$ cat config.mk
export PLATFORM = sky130hd
export DESIGN_NAME = plm_ctrl
export DESIGN_NICKNAME = d
export VERILOG_FILES = /design/src/rtl/plm_pkg.sv /design/src/rtl/plm_ctrl.sv
export SDC_FILE = /design/constraint.sdc
export NUM_CORES = 1
export LEC_CHECK = 0
export ABC_AREA = 1
export BUFFER_PORTS_ARGS = -buffer_cell sky130_fd_sc_hd__buf_2
export CAP_MARGIN = 20
export CELL_PAD_IN_SITES_DETAIL_PLACEMENT = 1
export CELL_PAD_IN_SITES_GLOBAL_PLACEMENT = 1
export CORE_AREA = 8 8 45 47
export DETAILED_ROUTE_END_ITERATION = 7
export DIE_AREA = 0 0 53 55
export PLACE_DENSITY_LB_ADDON = 0.15
export SLEW_MARGIN = 40
export SYNTH_ARGS = -nofsm -noshare
export SYNTH_HDL_FRONTEND = slang
export SYNTH_SLANG_ARGS = --single-unit
$ cat constraint.sdc
create_clock -name clk -period 1.36 [get_ports clk]
set_clock_uncertainty 0.1 [all_clocks]
set_input_delay 0.068 -clock clk [delete_from_list [all_inputs] [get_ports clk]]
set_output_delay 0.068 -clock clk [all_outputs]
set_load 0.005 [all_outputs]
$ cat src/rtl/plm_pkg.sv
package plm_pkg;

	// Field widths of the stream words
	localparam int OP_W       = 3;
	localparam int LIST_W     = 3;
	localparam int PAGE_W     = 10;
	localparam int STATUS_W   = 2;
	localparam int PAGE_OUT_W = 11;
	localparam int COUNT_W    = 11;
	localparam int IN_TDATA_W  = 24;
	localparam int OUT_TDATA_W = 24;

	// Default geometry
	localparam int DEF_PAGE_COUNT = 1024;
	localparam int DEF_LIST_COUNT = 8;

	// List counts saturate at the top of the count field
	localparam logic [COUNT_W-1:0] COUNT_MAX = '1;

	// Operation codes
	localparam logic [OP_W-1:0] OP_ADD_HEAD = 3'd0;
	localparam logic [OP_W-1:0] OP_ADD_TAIL = 3'd1;
	localparam logic [OP_W-1:0] OP_REMOVE   = 3'd2;
	localparam logic [OP_W-1:0] OP_MOVE_ALL = 3'd3;
	localparam logic [OP_W-1:0] OP_POP_HEAD = 3'd4;

	// Status codes
	localparam logic [STATUS_W-1:0] ST_OK    = 2'd0;
	localparam logic [STATUS_W-1:0] ST_EMPTY = 2'd1;
	localparam logic [STATUS_W-1:0] ST_SAME  = 2'd2;

	// Commands from the controller to the datapath
	typedef struct packed {
		logic clr;       // clearing pass: write "none" at the sweep address
		logic capture;   // take the input word
		logic ld_a;      // read list A registers
		logic ld_b;      // read list B registers
		logic rd_link;   // read both link tables
		logic exec;      // apply the operation
		logic fin;       // detach the unlinked page
		logic out_load;  // move the result into the output register
	} plm_cmd_t;

endpackage

$ cat src/rtl/plm_ctrl.sv
module plm_ctrl (
	input  logic             clk,
	input  logic             arst_n,
	input  logic             in_valid,
	output logic             in_ready,
	output logic             out_valid,
	input  logic             out_ready,
	input  logic             clr_done,
	output plm_pkg::plm_cmd_t cmd
);
	import plm_pkg::*;

	typedef enum logic [2:0] {
		S_CLEAR,
		S_IDLE,
		S_RD_A,
		S_RD_B,
		S_EXEC,
		S_FIN
	} state_t;

	state_t state_q;
	logic   out_valid_q;

	always_comb begin
		cmd          = '0;
		cmd.clr      = (state_q == S_CLEAR);
		cmd.capture  = (state_q == S_IDLE) && in_valid;
		cmd.ld_a     = (state_q == S_RD_A);
		cmd.ld_b     = (state_q == S_RD_B);
		cmd.rd_link  = (state_q == S_RD_B);
		cmd.exec     = (state_q == S_EXEC);
		cmd.fin      = (state_q == S_FIN);
		cmd.out_load = (state_q == S_FIN) && (!out_valid_q || out_ready);
	end

	assign in_ready  = (state_q == S_IDLE);
	assign out_valid = out_valid_q;

	always_ff @(posedge clk or negedge arst_n) begin
		if (!arst_n) begin
			state_q     <= S_CLEAR;
			out_valid_q <= 1'b0;
		end else begin
			unique case (state_q)
				S_CLEAR: begin
					if (clr_done) begin
						state_q <= S_IDLE;
					end
				end
				S_IDLE: begin
					if (in_valid) begin
						state_q <= S_RD_A;
					end
				end
				S_RD_A:  state_q <= S_RD_B;
				S_RD_B:  state_q <= S_EXEC;
				S_EXEC:  state_q <= S_FIN;
				S_FIN: begin
					if (cmd.out_load) begin
						state_q <= S_IDLE;
					end
				end
				default: state_q <= S_CLEAR;
			endcase
			if (cmd.out_load) begin
				out_valid_q <= 1'b1;
			end else if (out_ready) begin
				out_valid_q <= 1'b0;
			end
		end
	end

	// An accepted word always walks the same fixed sequence of states.
	ap_walk: assert property (@(posedge clk) disable iff (!arst_n)
		cmd.capture |=> (state_q == S_RD_A) ##3 (state_q == S_FIN))
		else $error("operation sequence broken");

	// A result still waiting holds the next one back.
	ap_hold: assert property (@(posedge clk) disable iff (!arst_n)
		(state_q == S_FIN) && out_valid_q && !out_ready |=> (state_q == S_FIN))
		else $error("result overwritten while stalled");

	// The clearing pass runs once after reset only.
	ap_clear_once: assert property (@(posedge clk) disable iff (!arst_n)
		(state_q != S_CLEAR) |=> (state_q != S_CLEAR))
		else $error("clearing pass re-entered");

	ap_load: assert property (@(posedge clk) disable iff (!arst_n)
		cmd.out_load |=> out_valid_q)
		else $error("loaded result not presented");

endmodule

# ---- Word level (Yosys, flattened, before mapping)
# Cells that the tools add are included.
dict set report word_totals {
  in_bits 5
  reg_bits 4
  out_inout_bits 10
  wordCells 23
}
dict set report classes {
  n_eq_ne 8
  muxes 6
  n_reduce_logical 7
}
# operator count
set ops {}
lappend ops {{$pmux W3 S6} 1}
lappend ops {{$mux W3} 3}
lappend ops {{$eq A3 B2 Y1 const B} 2}
lappend ops {{$eq A3 B3 Y1 const B} 2}
lappend ops {{$ne A2 B2 Y1 const B} 3}
lappend ops {{$eq A3 B1 Y1 const B} 1}
lappend ops {{$logic_not A3 Y1} 1}
lappend ops {{$reduce_and A3 Y1} 1}
lappend ops {{$logic_and A1 B1 Y1} 2}
lappend ops {{$mux W1} 2}
lappend ops {{$reduce_bool A2 Y1} 1}
lappend ops {{$logic_not A1 Y1} 1}
lappend ops {{$logic_or A1 B1 Y1} 1}

# ---- Depth between registers and ports, before layout
dict set report depth {
  ltp_word 5
  depth_mapped 6
  ltp_nobuf 6
}

# ---- Worst setup path after synthesis
# Ideal clock, no wire load.
dict set report synth_timing {
  kind {reg2reg}
  from {register state_q[0]}
  to {register state_q[0]}
  arrival_time_ns 0.826
  period_less_slack_ns 1.047
  required_time_ns 1.138
  setup_ns 0.122
  path_stages_with_launch 6
  slack_ns 0.313
  cell_sequence {dfrtp_1 -> buf_4 -> nor2_1 -> nand2_1 -> nor2_1 -> o21ai_1}
}
dict set report synth_via {
  elab_chain_len 4
}
# item line
set synth_rtl {}
lappend synth_rtl {{from (decl)} plm_ctrl.sv:22} ;# state_t state_q;
lappend synth_rtl {{from (signal assigned)} plm_ctrl.sv:42} ;# state_q <= S_CLEAR;
lappend synth_rtl {{from (signal assigned)} plm_ctrl.sv:48} ;# state_q <= S_IDLE;
lappend synth_rtl {{from (signal assigned)} plm_ctrl.sv:53} ;# state_q <= S_RD_A;
lappend synth_rtl {{$eq A3 B3 Y1} {plm_ctrl.sv:34, plm_ctrl.sv:45}}
lappend synth_rtl {{$logic_and A1 B1 Y1} plm_ctrl.sv:34} ;# cmd.out_load = (state_q == S_FIN) && (!out_valid_q || out_ready);
lappend synth_rtl {{$ne A2 B2 Y1 (no line)} -}
lappend synth_rtl {{$reduce_and A3 Y1 (no line)} -}
# Parallel ways exist; a longest one is shown, timed or not.
# A chain may end at the register's enable or synchronous reset.

==> results.py <==
metrics = {
    "floorplanning": {
        "die_h_um": 55,
        "start_util_pct": 21.2,
        "rows": 14,
        "dieArea_um2": 2920,
        "die_w_um": 53,
        "ios": 15,
        "core_um2": 1380,
    },
    "synth": {
        "ys_top_cells_by_area": "dfrtp_1 (34%), nor2_1 (12%), inv_1 (10%)",
        "yosys_warnings": 0,
        "yosysTopAreaCellShare_pct": 34.2,
        "synth_area_leader_cell": "dfrtp_1",
        "ys_seq_elements": 4,
        "syn-cell-area_um2": 293,
        "syn_avg_cell_area_um2": 6.65,
        "yosysSeqAreaShare_pct": 34.2,
        "syn_inst": 44,
        "synthDistinctLibCells": 14,
        "syn_nets": 49,
    },
    "worst_hold_path": {
        "hold_start": "out_ready",
        "min_to": "out_valid$_DFFE_PN0P_",
        "hold_depth": 4,
        "hold_class": "primary input to flop",
    },
    "routing": {
        "first_pass_iters": 1,
        "drt_iter0_markers": 0,
        "vias_per_cell": 4.04,
        "ant_nets": 0,
        "num_vias": 307,
        "drc": 0,
        "routed_wl_um": 834,
        "routedWlPerCell_um": 11.0,
    },
    "finish": {
        "register_area_um2": 103,
        "layout-drive-gt1-share_pct": 43.3,
        "multi_input_area_um2": 140,
        "num-fill-cells": 191,
        "layout.cells.non_filler": 76,
        "n_antenna_cell": 0,
        "syn2layout_area_growth_pct": 38.5,
        "finalInstanceArea_um2": 405,
        "nets": 67,
        "fin_util_pct": 29.3,
    },
    "run_status": {
        "status": "finished, final reports clean",
    },
    "global_routing": {
        "met1_usage_pct": 8.54,
        "grt_pass1_wl_mm": 1.46,
        "grt_use_met2_pct": 9.18,
        "grt_max_degree": 9,
        "busiest_layer": "met2",
        "antenna_found_initial": 0,
        "grt_pass1_vias": 329,
        "grt_use_total_pct": 7.00,
        "grt.overflow.total": 0,
        "use_met3_pct": 1.87,
    },
    "timing": {
        "grt_setup_unrepaired": "false",
        "slew_violations": 0,
        "tns_ps": 0,
        "min_period_ps": 1280,
        "slew_headroom_pct": 87.9,
        "layout_worst_path_cycle_share_pct": 94.4,
        "setup_violations": 0,
        "hold_viol_final": 0,
        "holdWs_ps": 20.1,
        "setup_ws_ps": 75.5,
        "clock.fmax_mhz": 779,
        "max_slew.worst_pin.slew_ps": 181,
    },
    "critical_path": {
        "path_class": "flop to primary output",
        "cp.arrival_ps": 1120,
        "r2r_setup_slack_ps": 270,
        "critPathCaptureType": "primary output",
        "rr_worst_depth": 5,
        "r2r_end": "state_q[0]$_DFFE_PN0P_",
        "crit_fanout": 5,
        "r2r-start": "state_q[1]$_DFFE_PN0P_",
        "cp-start-kind": "flop",
        "cp_data_required_time_ps": 1190,
        "crit_path_start": "state_q[1]$_DFFE_PN0P_",
    },
    "cts": {
        "cts_buffers": 3,
        "post-cts-setup-buffers": 0,
        "clock_latency_ps": 230,
        "cts.clk_slew.worst_paths_ps": 40,
        "cts-root-buf": "clkbuf_4",
        "cts_tree": "done",
        "cts_sinks": 4,
        "clockBufferDepth": 2,
        "htreeDepth": 1,
    },
    "power_and_ir_drop": {
        "p_leak_nw": 0.260,
        "p_per_area_nw_per_um2": 2060,
        "ir_drop_v": 0.000517,
        "total_power_mw": 0.834,
    },
    "place": {
        "dp.cells": 72,
        "io_buffer_count": 14,
        "place_area_um2": 368,
        "pre_cts_ws_ps": 225,
        "place.gp.congestion": 0.670,
    },
    "job": {
        "maxCapViolCount": 0,
    },
}
[worst max-delay path by stage]
| stage | endpoint | slack (ps) | cells after the start |
|---|---|---|---|
| 2_1_floorplan | state_q[0]$_DFFE_PN0P_ | 310 | 5 |
| 3_3_place_gp | state_q[1]$_DFFE_PN0P_ | 220 | 5 |
| 3_5_place_dp | state_q[1]$_DFFE_PN0P_ | 220 | 5 |
| 4_1_cts | cmd[6] | 20 | 4 |
| 5_1_grt | cmd[6] | 0.3 | 4 |
| 6_report | cmd[6] | 80 | 4 |
[cells by family (layout without fill, tap and decap cells)]
| family | after synthesis | after routing | synth area share, % |
|---|---|---|---|
| compound gates | 2 | 2 | 3.42 |
| simple gates | 26 | 26 | 44.4 |
| flops | 4 | 4 | 34.2 |
| buf+inv | 12 | 28 | 17.9 |
[final cells by class]
| type | instances | share of cell area [%] |
|---|---|---|
| inverter | 10 | 9.88 |
| tap | 16 | 4.94 |
| clock buffer | 3 | 5.56 |
| sequential | 4 | 25.3 |
| timing repair buffer | 15 | 19.8 |
| multi-input combinational | 28 | 34.6 |
[cells in the mapped netlist, drive strengths merged]
master	number
nand3	4
dfrtp	4
o21ai	2
nor2	11
nand4	1
nand2	8
buf	2
nor3	1
inv	10
nand3b	1
[power breakdown]
group	internal [mW]	switching, mW	total [mW]
registers	0.177	0.0827	0.259
logic	0.180	0.248	0.428
clock network	0.0987	0.0485	0.147
total	0.456	0.379	0.834
[cell usage in the layout, fill, tap and decap left out, types with 2 or more instances in the layout]
cell,instances
dfrtp_1,2
buf_2,14
nor2_1,9
nand3_1,2
nand3_2,2
clkbuf_4,3
inv_1,8
nor2_2,2
dfrtp_2,2
nand2_1,8
[flip-flops by register name (all words and copies together) (netlist names)]
name / count
state_q: 3
out_valid: 1
[per-layer routing]
metal / part of all wire [%] / vias up
li1: - / 163
met1: 50 / 133
met2: 45 / 11
met3: 4.7 / 0
met4: 0 / 0
met5: 0 / -
[repair_timing]
| action | 4_1_cts | 5_1_grt |
|---|---|---|
| setup endpoints to repair | 0 | 5 |
| gates resized for setup | 0 | 3 |
| endpoints found under the hold margin | 4 | 0 |
| hold buffers | 1 | 0 |
[critical path, stage by stage, from the launching register on]
cell     delay [ps]
dfrtp_2         440
inv_2           120
nand3_2         100
nor2_1          100
buf_2           120
(Power assumes the default switching activity.)
